<file path="src/rtl/core/efssc_pkg.sv">
// ----------------------------------------------------------------------------
// efssc_pkg
// Shared widths, fixed-point constants and control types for the eased
// fade / scale / slide curve pipeline.
// ----------------------------------------------------------------------------
package efssc_pkg;

    localparam int FRAC_BITS    = 16;
    localparam int TIME_BITS    = 32;
    localparam int Q_W          = FRAC_BITS + 1;
    localparam int PROD_W       = 2 * Q_W;
    localparam int DIV_STEPS    = FRAC_BITS;
    // input stage + one stage per quotient bit + square, cube, curve, output
    localparam int PIPE_LATENCY = DIV_STEPS + 5;

    localparam logic [Q_W-1:0]    ONE_Q  = Q_W'(1) << FRAC_BITS;
    localparam logic [PROD_W-1:0] HALF_P = PROD_W'(1) << (FRAC_BITS - 1);

    // curve constants, round(c * ONE)
    localparam logic [Q_W-1:0] KQ_96 = Q_W'(((64'd96 << FRAC_BITS) + 64'd50) / 64'd100);
    localparam logic [Q_W-1:0] KQ_4  = Q_W'(((64'd4  << FRAC_BITS) + 64'd50) / 64'd100);
    localparam logic [Q_W-1:0] KQ_75 = Q_W'(((64'd75 << FRAC_BITS) + 64'd50) / 64'd100);
    localparam logic [Q_W-1:0] KQ_90 = Q_W'(((64'd90 << FRAC_BITS) + 64'd50) / 64'd100);
    localparam logic [Q_W-1:0] KQ_10 = Q_W'(((64'd10 << FRAC_BITS) + 64'd50) / 64'd100);
    localparam logic [Q_W-1:0] KQ_50 = Q_W'(((64'd50 << FRAC_BITS) + 64'd50) / 64'd100);
    localparam logic [Q_W-1:0] KQ_8  = Q_W'(((64'd8  << FRAC_BITS) + 64'd50) / 64'd100);

    localparam logic [1:0] KIND_NONE  = 2'd0;
    localparam logic [1:0] KIND_FADE  = 2'd1;
    localparam logic [1:0] KIND_SLIDE = 2'd2;
    localparam logic [1:0] KIND_SCALE = 2'd3;

    typedef struct packed {
        logic       valid;
        logic       is_exit;
        logic [1:0] kind;
        logic       reduced;
        logic       at_end;
    } ctl_t;

    // rounded Q1.FRAC_BITS product
    function automatic logic [Q_W-1:0] qround(input logic [PROD_W-1:0] prod);
        logic [PROD_W-1:0] sum;
        sum    = prod + HALF_P;
        qround = Q_W'(sum >> FRAC_BITS);
    endfunction

endpackage

</file>
<file path="src/rtl/core/eased_fade_scale_slide_curve_top.sv">
// ----------------------------------------------------------------------------
// eased_fade_scale_slide_curve_top
// Cubic eased opacity / scale / slide curve for enter and exit animations.
// ----------------------------------------------------------------------------
// Usage:
//   An item is taken on any clock edge where start is high and busy is low.
//   busy never rises, so one item may be issued every cycle.
//   Each result is on the result ports with done high for one cycle, in issue
//   order. Throughput is one item per cycle.
//   The pipeline is the progress divider: one restoring step per quotient
//   bit, one pipeline stage each (16 stages), plus input, square, cube,
//   curve and output stages.
//   The receiver cannot stall; results are not held.
//   reduced_motion_ticks is written over the cfg channel (cfg_ready is
//   always high) and should only be changed while no items are in flight.
//   Reset clears the pipeline valid bits, done and the register (to 0).
// ----------------------------------------------------------------------------
module eased_fade_scale_slide_curve_top
    import efssc_pkg::*;
(
    input  logic        clk,
    input  logic        rst_n,
    input  logic        start,
    output logic        busy,
    input  logic        req_type,
    input  logic [31:0] elapsed_ticks,
    input  logic [31:0] duration_ticks,
    input  logic [1:0]  animation_kind,
    input  logic        reduced_motion,
    input  logic        cfg_valid,
    output logic        cfg_ready,
    input  logic [31:0] cfg_data,
    output logic        done,
    output logic [16:0] opacity_q16,
    output logic [16:0] scale_q16,
    output logic [15:0] slide_offset_q16,
    output logic        finished
);

    logic [TIME_BITS-1:0] reduced_motion_ticks_reg;

    // divider pipeline
    ctl_t                 ctl_reg [0:DIV_STEPS];
    logic [TIME_BITS-1:0] rem_reg [0:DIV_STEPS-1];
    logic [TIME_BITS-1:0] den_reg [0:DIV_STEPS-1];
    logic [FRAC_BITS-1:0] quo_reg [0:DIV_STEPS];

    // easing pipeline
    ctl_t                 ctl_m1_reg, ctl_m2_reg, ctl_m3_reg;
    logic [FRAC_BITS-1:0] t1_reg, t2_reg, t3_reg;
    logic [Q_W-1:0]       u_reg, sq_reg, cube_reg;
    logic [Q_W-1:0]       p_reg, scale_mul_reg, slide_mul_reg;

    logic [TIME_BITS-1:0] dur_sel;
    logic                 at_end_in;
    ctl_t                 ctl_in;

    logic [Q_W-1:0]       u_next, p_next, scale_k, slide_k, slide_base;
    logic [PROD_W-1:0]    sq_prod, cube_prod, scale_prod, slide_prod;

    logic [Q_W-1:0]       opacity_next, slide_next;
    logic [Q_W:0]         scale_next;
    logic                 finished_next;

    logic                 done_reg;
    logic [16:0]          opacity_reg, scale_reg;
    logic [15:0]          slide_reg;
    logic                 finished_reg;

    assign busy      = 1'b0;
    assign cfg_ready = 1'b1;

    always_ff @(posedge clk or negedge rst_n)
    begin
        if (!rst_n)
        begin
            reduced_motion_ticks_reg <= '0;
        end
        else if (cfg_valid && cfg_ready)
        begin
            reduced_motion_ticks_reg <= TIME_BITS'(cfg_data);
        end
    end

    // ---------------- input stage ----------------
    always_comb
    begin
        dur_sel   = reduced_motion ? reduced_motion_ticks_reg : TIME_BITS'(duration_ticks);
        at_end_in = (animation_kind == KIND_NONE) || (dur_sel == '0) ||
                    (TIME_BITS'(elapsed_ticks) >= dur_sel);
        ctl_in.valid   = start && !busy;
        ctl_in.is_exit = req_type;
        ctl_in.kind    = animation_kind;
        ctl_in.reduced = reduced_motion;
        ctl_in.at_end  = at_end_in;
    end

    always_ff @(posedge clk or negedge rst_n)
    begin
        if (!rst_n)
        begin
            ctl_reg[0] <= '0;
        end
        else
        begin
            ctl_reg[0] <= ctl_in;
        end
    end

    always_ff @(posedge clk)
    begin
        rem_reg[0] <= TIME_BITS'(elapsed_ticks);
        den_reg[0] <= dur_sel;
        quo_reg[0] <= '0;
    end

    // ---------------- restoring divider, one quotient bit per stage ----------------
    for (genvar k = 0; k < DIV_STEPS; k++)
    begin : g_div
        logic [TIME_BITS:0] shifted;
        logic [TIME_BITS:0] diff;
        logic               ge;

        assign shifted = {rem_reg[k], 1'b0};
        assign diff    = shifted - {1'b0, den_reg[k]};
        assign ge      = (shifted >= {1'b0, den_reg[k]});

        always_ff @(posedge clk or negedge rst_n)
        begin
            if (!rst_n)
            begin
                ctl_reg[k+1] <= '0;
            end
            else
            begin
                ctl_reg[k+1] <= ctl_reg[k];
            end
        end

        always_ff @(posedge clk)
        begin
            quo_reg[k+1] <= {quo_reg[k][FRAC_BITS-2:0], ge};
        end

        if (k + 1 < DIV_STEPS)
        begin : g_carry
            always_ff @(posedge clk)
            begin
                rem_reg[k+1] <= ge ? diff[TIME_BITS-1:0] : shifted[TIME_BITS-1:0];
                den_reg[k+1] <= den_reg[k];
            end
        end
    end

    // ---------------- square ----------------
    always_comb
    begin
        u_next  = ctl_reg[DIV_STEPS].is_exit ? {1'b0, quo_reg[DIV_STEPS]}
                                             : ONE_Q - {1'b0, quo_reg[DIV_STEPS]};
        sq_prod = PROD_W'(u_next) * PROD_W'(u_next);
    end

    always_ff @(posedge clk or negedge rst_n)
    begin
        if (!rst_n)
        begin
            ctl_m1_reg <= '0;
        end
        else
        begin
            ctl_m1_reg <= ctl_reg[DIV_STEPS];
        end
    end

    always_ff @(posedge clk)
    begin
        t1_reg <= quo_reg[DIV_STEPS];
        u_reg  <= u_next;
        sq_reg <= qround(sq_prod);
    end

    // ---------------- cube ----------------
    assign cube_prod = PROD_W'(sq_reg) * PROD_W'(u_reg);

    always_ff @(posedge clk or negedge rst_n)
    begin
        if (!rst_n)
        begin
            ctl_m2_reg <= '0;
        end
        else
        begin
            ctl_m2_reg <= ctl_m1_reg;
        end
    end

    always_ff @(posedge clk)
    begin
        t2_reg   <= t1_reg;
        cube_reg <= qround(cube_prod);
    end

    // ---------------- eased progress and curve products ----------------
    always_comb
    begin
        if (ctl_m2_reg.is_exit)
        begin
            p_next     = cube_reg;
            scale_k    = KQ_8;
            slide_k    = KQ_50;
            slide_base = cube_reg;
        end
        else
        begin
            p_next     = ONE_Q - cube_reg;
            scale_k    = (ctl_m2_reg.kind == KIND_SLIDE) ? KQ_4 : KQ_10;
            slide_k    = KQ_75;
            slide_base = cube_reg;    // 1 - p on ease-out
        end
        scale_prod = PROD_W'(scale_k) * PROD_W'(p_next);
        slide_prod = PROD_W'(slide_k) * PROD_W'(slide_base);
    end

    always_ff @(posedge clk or negedge rst_n)
    begin
        if (!rst_n)
        begin
            ctl_m3_reg <= '0;
        end
        else
        begin
            ctl_m3_reg <= ctl_m2_reg;
        end
    end

    always_ff @(posedge clk)
    begin
        t3_reg        <= t2_reg;
        p_reg         <= p_next;
        scale_mul_reg <= qround(scale_prod);
        slide_mul_reg <= qround(slide_prod);
    end

    // ---------------- output selection ----------------
    always_comb
    begin
        opacity_next  = ctl_m3_reg.is_exit ? ONE_Q - p_reg : p_reg;
        scale_next    = {1'b0, ONE_Q};
        slide_next    = '0;
        finished_next = 1'b0;

        if (ctl_m3_reg.at_end)
        begin
            opacity_next  = ctl_m3_reg.is_exit ? '0 : ONE_Q;
            finished_next = 1'b1;
        end
        else if (ctl_m3_reg.reduced)
        begin
            opacity_next = ctl_m3_reg.is_exit ? ONE_Q - {1'b0, t3_reg} : {1'b0, t3_reg};
        end
        else
        begin
            case (ctl_m3_reg.kind)
                KIND_SLIDE:
                begin
                    slide_next = slide_mul_reg;
                    if (!ctl_m3_reg.is_exit)
                    begin
                        scale_next = {1'b0, KQ_96} + {1'b0, scale_mul_reg};
                    end
                end
                KIND_SCALE:
                begin
                    if (!ctl_m3_reg.is_exit)
                    begin
                        scale_next = {1'b0, KQ_90} + {1'b0, scale_mul_reg};
                    end
                    else if (scale_mul_reg > ONE_Q)
                    begin
                        scale_next = '0;
                    end
                    else
                    begin
                        scale_next = {1'b0, ONE_Q - scale_mul_reg};
                    end
                end
                default:
                begin
                    scale_next = {1'b0, ONE_Q};
                end
            endcase
            // constant rounding can push scale a hair over unity
            if (scale_next > {1'b0, ONE_Q})
            begin
                scale_next = {1'b0, ONE_Q};
            end
        end
    end

    always_ff @(posedge clk or negedge rst_n)
    begin
        if (!rst_n)
        begin
            done_reg <= 1'b0;
        end
        else
        begin
            done_reg <= ctl_m3_reg.valid;
        end
    end

    always_ff @(posedge clk)
    begin
        opacity_reg  <= opacity_next[16:0];
        scale_reg    <= scale_next[16:0];
        slide_reg    <= slide_next[15:0];
        finished_reg <= finished_next;
    end

    assign done             = done_reg;
    assign opacity_q16      = opacity_reg;
    assign scale_q16        = scale_reg;
    assign slide_offset_q16 = slide_reg;
    assign finished         = finished_reg;

endmodule

</file>
<file path="config.mk">
export PLATFORM = sky130hd
export DESIGN_NAME = eased_fade_scale_slide_curve_top
export DESIGN_NICKNAME = d
export VERILOG_FILES = /design/src/rtl/core/efssc_pkg.sv /design/src/rtl/core/eased_fade_scale_slide_curve_top.sv
export SDC_FILE = /design/constraint.sdc
export NUM_CORES = 2
export LEC_CHECK = 0
export BUFFER_PORTS_ARGS = -buffer_cell sky130_fd_sc_hd__buf_2
export CAP_MARGIN = 20
export CORE_MARGIN = 8
export CORE_UTILIZATION = 40
export DETAILED_ROUTE_END_ITERATION = 10
export PLACE_DENSITY = 0.67
export RECOVER_POWER = 50
export SYNTH_ARGS = -nofsm -noshare
export SYNTH_HDL_FRONTEND = slang
export SYNTH_SLANG_ARGS = --single-unit
export TNS_END_PERCENT = 30
</file>
<file path="constraint.sdc">
create_clock -name clk -period 8.4 [get_ports clk]
set_clock_uncertainty 0.2 [all_clocks]
set_input_delay 0.42 -clock clk [delete_from_list [all_inputs] [get_ports clk]]
set_output_delay 0.42 -clock clk [all_outputs]
set_load 0.01 [all_outputs]
</file>
==> impl_metrics.toml <==
[place]
placed_area_sq_um = 95100
io_buffers = 155
place_ws_ns = 0.316
hpwl_microns = 179000
place_inst = 12500
routabilityCongestion = 0.916

[outcome]
violations = "capacitance limit, slew limit"
status = "finished with violations"

[detailed_routing]
avgRoutedWirePerCell_microns = 17.4
detail-route-antenna-nets = 0
maxUsedRoutingLayer = "met5"
wl_met2_microns = 108000
vias = 66000
drt-met1-wl_microns = 96900
vias_per_cell = 5.11
dr.pass1.iters = 8
drc = 0
totalWireLength_microns = 225000
wl_met3_microns = 10900
initialDrtViolationCount = 3970

[finish]
layout-drive-gt1-share = 0.0805
final_core_util = 0.453
area_delta_synth_final_pct = 12.6
final_cells = 12900
nNetsFinal = 11400
finish.instance_area_sq_um = 102000

[synthesis]
yosysWarnings = 0
ys_seq_area_frac = 0.342
synth_top_family_by_area = "adder cells"
synthCells = 9432
ys_ff_latch = 1510
synth_area_sq_um = 90600
synthXorXnorAreaFrac = 0.0476
synth-compound-area-share = 0.127
yosysTopAreaCellShare = 0.300
yosys.area_share.adder = 0.265
synth.distinct_cells = 94
muxShareOfSynthArea = 0.0367
ys_top_cells_by_area = "dfxtp_1 (30%), fa_1 (13%), ha_1 (13%), inv_1 (5.9%), dfrtp_1 (4.2%)"
synth_async_sr_flop_share = 0.101
synth-edff-count = 0
avgSynthCellArea_sq_um = 9.61
synth_simple_gate_area_frac = 0.114
yosysTopAreaCell = "dfxtp_1"
ys.flop_type = "dfxtp_1"

[critical_path]
cp.arrival_ns = 8.40
crit_required_ns = 8.90
critical_path.max_fanout = 5
cp-end-kind = "register"
cpMaxStageDelayCell = "fa_1"
path_class = "reg2reg"
startpoint_type = "register"
max_stage_delay_ns = 0.53
worst_path_most_repeated_cell = "inv_1"
reg2regPathDepth = 33

[global_routing]
grt_max_degree = 87
track_usage = 0.183
overflow = 0
antenna_found_initial = 5
grt_pass1_wl_microns = 363000
grt_pass1_vias = 68400

[hold_path]
worst_hold_path_type = "in2reg"
whs_path_depth = 2

[sta]
worst_pin_slew_ns = 4.53
timing.final.ws_setup_ns = 0.491
rsz0062_at_grt = "yes"
final-hold-violation-count = 0
finalCriticalPeriod_ns = 7.91
finalCritPeriodShare = 0.942
max_freq_ghz = 0.126
setup_viol = 0
slew_headroom = -2.02
maxSlewViolCount = 87

[floorplanning]
die_width_microns = 492
io_pins = 158
die_h_microns = 492
start_util = 0.403
core-area_sq_um = 225000
fp-row-count = 174
die-area_sq_um = 242000

[clocking]
cts_root_buf = "clkbuf_16"
path_clk_slew_ns = 0.06
cts.sinks = 1510
tritoncts = "done"
cts.path.max_buffers = 3
clk_latency_ns = 0.84
h-tree-depth = 4
cts_made_buffers = 165

[flow_run]
cap_violations = 1
[logic make-up after synthesis]
| group | count (synthesis) |
|---|---|
| and+or+nand+nor | 2154 |
| adders and majority gates | 1556 |
| DFF | 1510 |
| AOI/OAI and AO/OA | 1792 |
| xor gates and xnor gates | 492 |
| other | 2 |
| muxes | 299 |
| buffers and inverters | 1627 |
[synth_stat cells (24+ instances only)]
cell      count
a21o_1      303
mux2i_1      53
xor2_1      188
o21ai_0     394
dfxtp_1    1357
a21boi_0     24
o211ai_1     29
nor2b_1     109
clkbuf_1    151
and3_1       78
a211oi_1     55
a21oi_1     498
fa_1        600
ha_1        956
dfrtp_1     153
nor3_1      120
a31oi_1      68
nand2_1     682
nor2_1      526
nand2b_1     88
o21a_1       82
mux2_2      239
inv_1      1432
nand3_1     105
and2_1      211
nand4_1      78
o31ai_1      58
o21bai_1     49
or3_1        32
nor4_1       34
xnor2_1     304
[layer usage]
metal	vias to the layer above	global-route usage
li1	32000	-
met1	31500	0.226
met2	1845	0.322
met3	518	0.0285
met4	4	0.0691
met5	-	0
[worst max-delay path: cells and delay by family (launching register included)]
kind	cells	cell delay, ns
AOI/OAI and AO/OA	8	1.87
xor gates and xnor gates	2	0.33
adders and majority gates	7	3.05
buffers and inverters	9	0.77
DFF	1	0.33
and+or+nand+nor	7	1.24
[worst paths after layout]
path / from / endpoint / slack [ns]
setup reg to reg: quo_reg[4][3] / sq_reg[11] / 0.49
hold / removal: req_type / ctl_reg[100] / 0.07
max in group asynchronous: rst_n / ctl_reg[87] / 3.30
hold reg to reg: quo_reg[2][40] / quo_reg[2][57] / 0.10
min in group asynchronous: rst_n / ctl_reg[3] / 0.54
setup / recovery: quo_reg[4][3] / sq_reg[11] / 0.49
[timing repair]
action,4_1_cts,5_1_grt
buffers inserted,0,1
setup endpoints to repair,0,8
resized for setup,0,7
endpoints found under the hold margin,188,0
hold buffers,112,0
[cell usage in the layout, fill, tap and decap left out, drive strengths merged, types with 217 or more instances in the layout]
cell type / instances
a21o: 303
a21oi: 499
buf: 217
clkbuf: 258
dfxtp: 1357
fa: 600
ha: 956
inv: 1437
mux2: 244
nand2: 682
nor2: 526
o21ai: 402
xnor2: 304
[per-stage QoR]
step	hold WS (ns)	TNS, ns
global route	0.0242	-0.0130
global placement	0.110	0
CTS	0.000302	0
floorplan	-0.0756	0
detailed placement	0.112	0
finish	0.0726	0
[cell type report]
class | count | area (sq um)
timing repair buffer | 359 | 2540
sequential | 1510 | 31000
tap | 2992 | 3740
fill | 21100 | 123000
multi-input combinational | 6308 | 53600
clock inverter | 78 | 1160
inverter | 1438 | 5400
clock buffer | 227 | 4650
antenna | 3 | 7.51
Power is left out: the tool's default activity adds up to more than one toggle a clock period on the data nets, which glitch-free logic cannot reach.
